[config.mk]
export PLATFORM = sky130hd
export DESIGN_NAME = byte_stuffed_frame_deframer
export DESIGN_NICKNAME = d
export VERILOG_FILES = /design/src/hw/rtl/bsfd_pkg.sv /design/src/hw/rtl/byte_stuffed_frame_deframer.sv
export SDC_FILE = /design/constraint.sdc
export NUM_CORES = 1
export LEC_CHECK = 0
export BUFFER_PORTS_ARGS = -buffer_cell sky130_fd_sc_hd__buf_2
export CAP_MARGIN = 25
export CORE_ASPECT_RATIO = 0.75
export CORE_MARGIN = 1
export CORE_UTILIZATION = 50
export DETAILED_ROUTE_END_ITERATION = 10
export PLACE_DENSITY = 0.76
export SLEW_MARGIN = 10
export SYNTH_ARGS = -nofsm -noshare
export SYNTH_HDL_FRONTEND = slang
export SYNTH_SLANG_ARGS = --single-unit
[constraint.sdc]
create_clock -name clk -period 3.4 [get_ports clk]
set_input_delay 0 -clock clk [delete_from_list [all_inputs] [get_ports clk]]
set_output_delay 0 -clock clk [all_outputs]
set_load 0.01 [all_outputs]
[src/hw/rtl/bsfd_pkg.sv]
package bsfd_pkg;

	localparam int PAYLOAD_MAX = 256;
	localparam int CHECK_BYTES = 4;

	localparam int CNT_MAX = (PAYLOAD_MAX > CHECK_BYTES) ? PAYLOAD_MAX : CHECK_BYTES;
	localparam int CNT_W   = $clog2(CNT_MAX + 1);
	localparam int TAIL_W  = $clog2(CHECK_BYTES + 1);
	localparam int LANE_W  = (CHECK_BYTES > 1) ? $clog2(CHECK_BYTES) : 1;

	localparam logic [7:0] FLAG_BYTE = 8'h7e;
	localparam logic [7:0] ESC_BYTE  = 8'hff;
	localparam logic [7:0] NUL_BYTE  = 8'h00;

	localparam logic [2:0] PH_HUNT    = 3'd0;
	localparam logic [2:0] PH_TYPE    = 3'd1;
	localparam logic [2:0] PH_SEQ     = 3'd2;
	localparam logic [2:0] PH_NEXT    = 3'd3;
	localparam logic [2:0] PH_PAYLOAD = 3'd4;
	localparam logic [2:0] PH_TAIL    = 3'd5;
	localparam logic [2:0] PH_CLOSE   = 3'd6;

	localparam logic KIND_BYTE   = 1'b0;
	localparam logic KIND_STATUS = 1'b1;

	typedef logic [CNT_W-1:0]  cnt_t;
	typedef logic [TAIL_W-1:0] tail_t;
	typedef logic [LANE_W-1:0] lane_idx_t;

	typedef struct packed {
		logic       kind;
		logic [7:0] data;
		logic [7:0] ftype;
		logic [7:0] seq;
		logic [7:0] nxt;
		logic       ok;
	} res_t;

	function automatic tail_t tail_len(input cnt_t cnt);
		tail_t len;
		len = (cnt < CNT_W'(CHECK_BYTES)) ? TAIL_W'(cnt) : TAIL_W'(CHECK_BYTES);
		return len;
	endfunction

endpackage

[src/hw/rtl/byte_stuffed_frame_deframer.sv]
// Deframer for byte-stuffed frames: a 0x7e flag opens a frame, then type, sequence and
// next-frame header bytes, then payload with 0xff as escape, ended by a zero byte or the
// maximum length, then up to CHECK_BYTES raw check bytes compared with a lane-wise XOR of
// the payload, and a closing flag. Every payload byte comes out as a byte result
// (out_kind 0); the closing flag, or an unescaped flag in place of the sequence, next-frame
// or a payload byte, gives one status result (out_kind 1) with the header and check_ok.
// One byte is taken every clock cycle while in_stall is low, and its result, if any,
// goes into a result register or, while that holds a result, a one-entry skid stage in
// front of the output; in_stall only rises when both hold results not yet taken downstream.
module byte_stuffed_frame_deframer (
	input  logic       clk,
	input  logic       arst_n,
	input  logic       in_valid,
	output logic       in_stall,
	input  logic [7:0] rx_byte,
	output logic       out_valid,
	input  logic       out_stall,
	output logic       out_kind,
	output logic [7:0] out_byte,
	output logic [7:0] frame_type,
	output logic [7:0] seq_number,
	output logic [7:0] next_indicator,
	output logic       check_ok
);
	import bsfd_pkg::*;

	logic [2:0] phase_q, phase_d;
	logic [7:0] hdr_type_q, hdr_type_d;
	logic [7:0] hdr_seq_q, hdr_seq_d;
	logic [7:0] hdr_next_q, hdr_next_d;
	cnt_t       cnt_q, cnt_d;
	logic       esc_q, esc_d;
	logic [7:0] lane_q [CHECK_BYTES];
	lane_idx_t  ptr_q, ptr_d;
	tail_t      tail_q, tail_d;
	logic       mism_q, mism_d;

	logic       acc;
	logic       start;
	logic       lane_en;
	logic       res_vld;
	res_t       res;
	logic       out_vld_q, skid_vld_q;
	res_t       out_q, skid_q;
	logic       take;

	assign acc      = in_valid && !in_stall;
	assign in_stall = skid_vld_q;
	assign take     = out_vld_q && !out_stall;

	always_comb begin
		phase_d    = phase_q;
		hdr_type_d = hdr_type_q;
		hdr_seq_d  = hdr_seq_q;
		hdr_next_d = hdr_next_q;
		cnt_d      = cnt_q;
		esc_d      = esc_q;
		ptr_d      = ptr_q;
		tail_d     = tail_q;
		mism_d     = mism_q;
		start      = 1'b0;
		lane_en    = 1'b0;
		res_vld    = 1'b0;
		res        = '0;
		unique case (phase_q)
			PH_TYPE: begin
				if (rx_byte == FLAG_BYTE) begin
					start = 1'b1;
				end else begin
					hdr_type_d = rx_byte;
					phase_d    = PH_SEQ;
				end
			end
			PH_SEQ, PH_NEXT: begin
				if (rx_byte == FLAG_BYTE) begin
					res_vld = 1'b1;
					res     = '{KIND_STATUS, 8'h00, hdr_type_q, hdr_seq_q, hdr_next_q, 1'b0};
					start   = 1'b1;
				end else if (phase_q == PH_SEQ) begin
					hdr_seq_d = rx_byte;
					phase_d   = PH_NEXT;
				end else begin
					hdr_next_d = rx_byte;
					phase_d    = PH_PAYLOAD;
				end
			end
			PH_PAYLOAD: begin
				if (!esc_q && rx_byte == ESC_BYTE) begin
					esc_d = 1'b1;
				end else if (!esc_q && rx_byte == FLAG_BYTE) begin
					res_vld = 1'b1;
					res     = '{KIND_STATUS, 8'h00, hdr_type_q, hdr_seq_q, hdr_next_q, 1'b0};
					start   = 1'b1;
				end else begin
					esc_d   = 1'b0;
					lane_en = 1'b1;
					cnt_d   = cnt_q + CNT_W'(1);
					ptr_d   = (ptr_q == LANE_W'(CHECK_BYTES - 1)) ? '0 : ptr_q + LANE_W'(1);
					if (rx_byte == NUL_BYTE || cnt_d >= CNT_W'(PAYLOAD_MAX)) begin
						tail_d  = '0;
						phase_d = (tail_len(cnt_d) == '0) ? PH_CLOSE : PH_TAIL;
					end
					res_vld = 1'b1;
					res     = '{KIND_BYTE, rx_byte, 8'h00, 8'h00, 8'h00, 1'b0};
				end
			end
			PH_TAIL: begin
				if (tail_q < TAIL_W'(CHECK_BYTES) &&
				    lane_q[tail_q[LANE_W-1:0]] != rx_byte) begin
					mism_d = 1'b1;
				end
				tail_d = tail_q + TAIL_W'(1);
				if (tail_d >= tail_len(cnt_q)) begin
					phase_d = PH_CLOSE;
				end
			end
			PH_CLOSE: begin
				if (rx_byte == FLAG_BYTE) begin
					res_vld = 1'b1;
					res     = '{KIND_STATUS, 8'h00, hdr_type_q, hdr_seq_q, hdr_next_q, !mism_q};
					phase_d = PH_HUNT;
				end else begin
					mism_d = 1'b1;
				end
			end
			default: begin
				phase_d = PH_HUNT;
				if (rx_byte == FLAG_BYTE) begin
					start = 1'b1;
				end
			end
		endcase
		if (start) begin
			phase_d    = PH_TYPE;
			hdr_type_d = '0;
			hdr_seq_d  = '0;
			hdr_next_d = '0;
			cnt_d      = '0;
			esc_d      = 1'b0;
			ptr_d      = '0;
			tail_d     = '0;
			mism_d     = 1'b0;
		end
	end

	always_ff @(posedge clk or negedge arst_n) begin
		if (!arst_n) begin
			phase_q    <= PH_HUNT;
			hdr_type_q <= '0;
			hdr_seq_q  <= '0;
			hdr_next_q <= '0;
			cnt_q      <= '0;
			esc_q      <= 1'b0;
			ptr_q      <= '0;
			tail_q     <= '0;
			mism_q     <= 1'b0;
		end else if (acc) begin
			phase_q    <= phase_d;
			hdr_type_q <= hdr_type_d;
			hdr_seq_q  <= hdr_seq_d;
			hdr_next_q <= hdr_next_d;
			cnt_q      <= cnt_d;
			esc_q      <= esc_d;
			ptr_q      <= ptr_d;
			tail_q     <= tail_d;
			mism_q     <= mism_d;
		end
	end

	// per-lane xor accumulators, each lane only touches its own register
	for (genvar i = 0; i < CHECK_BYTES; i++) begin : g_lane
		always_ff @(posedge clk or negedge arst_n) begin
			if (!arst_n) begin
				lane_q[i] <= '0;
			end else if (acc && start) begin
				lane_q[i] <= '0;
			end else if (acc && lane_en && ptr_q == LANE_W'(i)) begin
				lane_q[i] <= lane_q[i] ^ rx_byte;
			end
		end
	end

	// result register plus skid stage
	always_ff @(posedge clk or negedge arst_n) begin
		if (!arst_n) begin
			out_vld_q  <= 1'b0;
			skid_vld_q <= 1'b0;
		end else begin
			if (!out_vld_q || take) begin
				if (skid_vld_q) begin
					out_vld_q  <= 1'b1;
					skid_vld_q <= 1'b0;
				end else begin
					out_vld_q <= acc && res_vld;
				end
			end else if (acc && res_vld) begin
				skid_vld_q <= 1'b1;
			end
		end
	end

	always_ff @(posedge clk) begin
		if (!out_vld_q || take) begin
			if (skid_vld_q) begin
				out_q <= skid_q;
			end else if (acc && res_vld) begin
				out_q <= res;
			end
		end else if (acc && res_vld) begin
			skid_q <= res;
		end
	end

	assign out_valid      = out_vld_q;
	assign out_kind       = out_q.kind;
	assign out_byte       = out_q.data;
	assign frame_type     = out_q.ftype;
	assign seq_number     = out_q.seq;
	assign next_indicator = out_q.nxt;
	assign check_ok       = out_q.ok;

`ifndef NO_ASSERTIONS
	a_skid_behind_out: assert property (@(posedge clk) disable iff (!arst_n)
		skid_vld_q |-> out_vld_q)
		else $error("skid stage holds a transfer while the result register is empty");

	a_skid_drains: assert property (@(posedge clk) disable iff (!arst_n)
		(take && skid_vld_q) |=> (out_vld_q && !skid_vld_q))
		else $error("skid transfer not moved into result register");

	a_cnt_bound: assert property (@(posedge clk) disable iff (!arst_n)
		cnt_q <= CNT_W'(PAYLOAD_MAX))
		else $error("payload count above maximum length");

	a_tail_in_range: assert property (@(posedge clk) disable iff (!arst_n)
		(phase_q == PH_TAIL) |-> (tail_q < tail_len(cnt_q) && cnt_q != '0))
		else $error("check byte index out of range");

	a_no_result_hunting: assert property (@(posedge clk) disable iff (!arst_n)
		(acc && phase_q == PH_HUNT) |=> (out_vld_q == $past(out_vld_q && !take) ||
			$past(skid_vld_q)))
		else $error("result produced while hunting for a flag");
`endif

endmodule

-- Yosys cells after proc, flatten, opt, wreduce, memory -nomap -nowiden
Cells that the tools add are included.
- word-level logic and storage cells: 191
- register bits after elaboration: 145
- bits in latches: 0
- input port bits: 12
- ROM bits: 0
- output and inout port bits: 36
- memories kept: 0
- memory bits (writable): 0
- reductions and logical operators: 47
- $mul: 0
- bitwise operators: 6
- eq/ne operators: 26
- div/mod/pow operators: 0
- $add $sub $neg: 3
- shift operators: 0
- muxes and demuxes: 76
- order comparisons: 6
- operators with widths (operator ; count):
    $mux W34 ; 6
    $mux W8 ; 21
    $pmux W34 S3 ; 1
    $mux W3 ; 15
    $mux W9 ; 4
    $xor A8 B8 Y8 ; 4
    $ne A3 B3 Y1 const B ; 10
    $reduce_bool A2 Y1 ; 10
    $lt A9 B3 Y1 const B ; 2
    $mux W1 ; 17
    $bmux W8 S2 ; 1
    $reduce_and A4 Y1 ; 4
    $pmux W3 S5 ; 1
    $logic_and A1 B1 Y1 ; 12
    $mux W2 ; 6
    $add A9 B1 Y9 const B ; 1
    $eq A3 B3 Y1 const B ; 3
    $ge A9 B9 Y1 const B ; 1
    $eq A8 B7 Y1 const B ; 1
    $eq A8 B8 Y1 const B ; 1
    $logic_not A8 Y1 ; 1
    $ne A2 B2 Y1 const B ; 4
    $ne A8 B8 Y1 ; 1
    $reduce_and A8 Y1 ; 1
    23 further kinds ; 36

-- Longest topological paths before layout
- depth after elaboration: 10
- mapped depth: 10
- mapped depth without buffers: 9

-- Least setup slack after synthesis
Ideal clock, no wire load.
- kind: flip-flop to flip-flop
- from: register phase_q[0]
- to: register out_q (netlist bit check_ok), enable pin
- path slack: -211 ps
- data arrival time: 3174 ps
- required time: 2963 ps
- period minus slack after synthesis: 3611 ps
- stages on the path, launching flop included: 7
- buffers on the path: 0
- path through: dfrtp_1 -> or3b_1 -> a41oi_1 -> a41oi_1 -> a211oi_1 -> nor2_1 -> a21oi_1
- longest elaborated chain between the ends: 6
- elaborated cells on any way between the ends: 9
- ends and longest elaborated chain (item ; RTL line ; RTL):
    from (decl) ; byte_stuffed_frame_deframer.sv:27 ; logic [2:0] phase_q, phase_d;
    from (signal assigned) ; byte_stuffed_frame_deframer.sv:158 ; phase_q <= phase_d;
    $eq A3 B2 Y1 / $eq A3 B3 Y1 (equally long branches) ; byte_stuffed_frame_deframer.sv:65 ; unique case (phase_q)
    $reduce_or A3 Y1 (no line) ; n/a ;
    $pmux W1 S2 * ; byte_stuffed_frame_deframer.sv:65 ;
    $logic_and A1 B1 Y1 * ; byte_stuffed_frame_deframer.sv:206 ; end else if (acc && res_vld) begin
    $reduce_bool A2 Y1 (no line) * ; n/a ;
    $reduce_and A2 Y1 (no line) * ; n/a ;
    to (signal assigned) ; byte_stuffed_frame_deframer.sv:205 ; out_q <= skid_q;
    to (signal assigned) ; byte_stuffed_frame_deframer.sv:207 ; out_q <= res;
    to (decl) ; byte_stuffed_frame_deframer.sv:44 ; res_t out_q, skid_q;
Every way passes the cells marked *; elsewhere a longest branch is shown, timed or not.
A chain may end at the register's enable or synchronous reset.

-- Final worst setup path
- from: register phase_q[2]
- to: register out_q (netlist bit check_ok), enable pin
The elaborated chain is that of the path after synthesis.

==> results.py <==
metrics = {
    "run_status": {
        "status": "finished, final reports clean",
    },
    "clock_tree": {
        "root_buffer": "clkbuf_16",
        "clk_pin_slew_ns": 0.07,
        "numCtsBuffers": 17,
        "cts_tree": "built",
        "post_cts_buffers": 0,
        "clkLatencyLatePin_ns": 0.43,
        "clockBufferDepth": 2,
        "clock_sinks": 145,
        "htree_num_levels": 4,
    },
    "yosys": {
        "yosys.area.top_type_share_pct": 29.52,
        "seq_area_frac_synth_pct": 57.37,
        "netlist_top_cells_area": "edfxtp_1 30%, dfrtp_1 28%, mux2_2 6.3%",
        "synth_cell_type_count": 53,
        "postSynthAreaPerCell_sq_um": 11.91,
        "syn_inst": 581,
        "netlist_area_sq_um": 6918,
        "synth-edff-count": 68,
        "yosysWarningCount": 0,
        "synth_nets": 602,
        "synth-seq-cells": 145,
        "synth_ff_type": "dfrtp_1",
        "synth_top_cell_by_area": "edfxtp_1",
        "async_flop_share_pct": 53.10,
    },
    "setup_path": {
        "cp.required_ns": 3.46,
        "path_delay_family": "compound AO/OA/AOI/OAI gates",
        "worstPathMaxFanout": 34,
        "setup.worst_path.end_class": "flip-flop",
        "critPathBufInv": 1,
        "path_class": "reg2reg",
        "path_common_cell": "a41oi_1",
        "worstPathArrival_ns": 3.11,
        "slowest_delay_ns": 0.67,
        "start_kind": "flip-flop",
        "cp_slowest_cell": "dfrtp_1",
        "cp_cell_sequence": "or3b_1, a41oi_1, a41oi_1, a211oi_1, nor2_1, a21oi_4, buf_4",
    },
    "timing": {
        "finalCritPeriodShare_pct": 89.63,
        "hold_viol": 0,
        "max_slew_margin_pct": 33.75,
        "worst_pin_slew_ns": 0.9871,
        "period_needed_ns": 3.047,
        "timing.fmax_ghz": 0.3282,
        "final.setup_skew_ns": 0.01266,
        "drv_slew": 0,
        "setup_viol": 0,
        "setup_tns_ns": 0,
        "grt_setup_unrepaired": "no",
    },
    "power": {
        "leakagePower_nw": 3.304,
        "total_power_mw": 5.707,
        "seq_power_share_pct": 45.3,
        "clkPwrFrac_pct": 32.6,
        "p_int_mw": 3.852,
        "power_density_nw_per_um2": 716.8,
        "p_switching_mw": 1.855,
        "p_sw_share_pct": 32.50,
        "peakVddDrop_uv": 369.6,
        "comb_power_share_pct": 22.1,
    },
    "floorplanning": {
        "dieArea_sq_um": 14310,
        "core-area_sq_um": 13240,
        "die_w_um": 137.8,
        "rows": 36,
        "ios": 48,
        "die_h_um": 103.9,
        "start_util_pct": 52.24,
    },
    "worst_hold_path": {
        "hp-class": "in2async",
    },
    "place": {
        "globalplace.congestion": 0.8791,
        "port_buffers": 47,
        "dp_hpwl_um": 9363,
    },
    "route": {
        "wl_um": 14460,
        "drc": 0,
        "ant_nets": 0,
        "num_vias": 4692,
        "drtIter0Drc": 435,
        "dr.pass1.iters": 5,
        "routedWlPerCell_um": 17.88,
        "vias_per_cell": 5.800,
    },
    "layout": {
        "nFillCells": 1028,
        "nets": 646,
        "antenna_cells": 0,
        "most-common-layout-cells": "77 x dfrtp_1, 68 x edfxtp_1, 49 x nor2_1, 46 x buf_2, 39 x mux2_2",
        "layout-drive-gt1-share_pct": 23.20,
        "syn2layout_area_growth_pct": 15.08,
        "final_common_cell": "dfrtp_1",
    },
    "grt": {
        "grt_first_pass_wirelength_um": 23980,
        "grt_overflow": 0,
        "grt_max_degree": 78,
        "antenna_found_initial": 0,
        "grt.total_usage_pct": 21.92,
        "grt_pass1_vias": 4629,
    },
    "run": {
        "maxCapViolCount": 0,
    },
}
==> synthesized netlist by cell type (8+ instances only) <==
library cell  instances
a21oi_1              11
and2_1               36
buf_2                17
clkbuf_1             16
dfrtp_1              77
edfxtp_1             68
ha_1                  9
inv_1                13
mux2_2               39
mux4_2                8
nand2_1              38
nand3_1              37
nor2_1               49
o21ai_0              37
xnor2_1               8
xor2_1               33
==> worst paths after layout <==
path                                     startpoint                   endpoint  slack, ns  depth (start not counted)
max in group asynchronous                    arst_n     phase_q[1]$_DFFE_PN0P_       2.80                          3
hold / removal                               arst_n     lane_q[17]$_DFFE_PN0P_       0.01                          2
hold reg to reg            hdr_seq_q[5]$_DFFE_PN0P_   hdr_seq_q[5]$_DFFE_PN0P_       0.48                          2
setup / recovery             phase_q[2]$_DFFE_PN0P_         check_ok$_DFFE_PP_       0.35                          7
setup reg to reg             phase_q[2]$_DFFE_PN0P_         check_ok$_DFFE_PP_       0.35                          7
min in group clk                         rx_byte[7]  hdr_type_q[7]$_DFFE_PN0P_       0.07                          2
==> power by group through the flow <==
stage	Sequential [mW]	Combinational (mW)	Clock, mW
finish	2.59	1.26	1.86
global route	2.63	1.40	1.96
CTS	2.58	1.25	1.89
detailed placement	2.60	1.23	0
global placement	2.57	1.18	0
floorplan	2.46	1.02	0
==> through the flow <==
| stage | hold WS [ns] | cell area (sq um) | instances | worst slack, ns | utilization, % |
|---|---|---|---|---|---|
| 2_1_floorplan | -0.2956 | 6922 | 581 | 0.002622 | - |
| 6_report | 0.01386 | 7961 | 809 | 0.3527 | 60.12 |
| 3_5_place_dp | 0.2370 | 7251 | 767 | 0.4414 | 54.75 |
| 3_3_place_gp | 0.2055 | 7251 | 767 | 0.6587 | 54.75 |
| 5_1_grt | 0.05438 | 7961 | 809 | 0.2327 | 60.12 |
| 4_1_cts | 0.04955 | 7934 | 808 | 0.4351 | 59.91 |
==> per-layer routing <==
metal	track usage [%]	up-vias	routed length [um]
met1	30.77	2341	6541
met4	6.599	0	153
li1	-	2147	-
met3	5.068	15	859
met5	0	-	0
met2	33.92	189	6907
==> layout make-up <==
type	count	area, sq um	share of cell area [%]
Clock inverter	15	167.7	2.106
Inverter	14	52.55	0.6601
Multi-Input combinational cell	382	2718	34.13
Timing Repair Buffer	65	415.4	5.218
Sequential cell	145	3969	49.85
Tap cell	171	214.0	2.687
Clock buffer	17	425.4	5.343
==> repair_timing <==
item                      in CTS  in global routing
gates resized for setup        0                  0
hold buffers                   9                  0
hold endpoints to repair      92                  0
==> sequential cells by signal, summed over array words and instances (netlist names), 2 cells and up <==
register and flops:
skid_q 34, lane_q 32, cnt_q 9, frame_type 8
hdr_next_q 8, hdr_seq_q 8, hdr_type_q 8, next_indicator 8
out_byte 8, seq_number 8, phase_q 3, tail_q 3
ptr_q 2
==> logic make-up (layout without fill, tap and decap cells) <==
family	Yosys count	after routing	share of synthesized area, %
compound gates	81	81	7.615
xor+xnor	41	41	5.191
fa+ha+maj	9	9	1.628
buf+inv	54	111	3.617
flops	145	145	57.37
mux	56	56	10.40
simple gates	195	195	14.18
(Power assumes the default switching activity.)
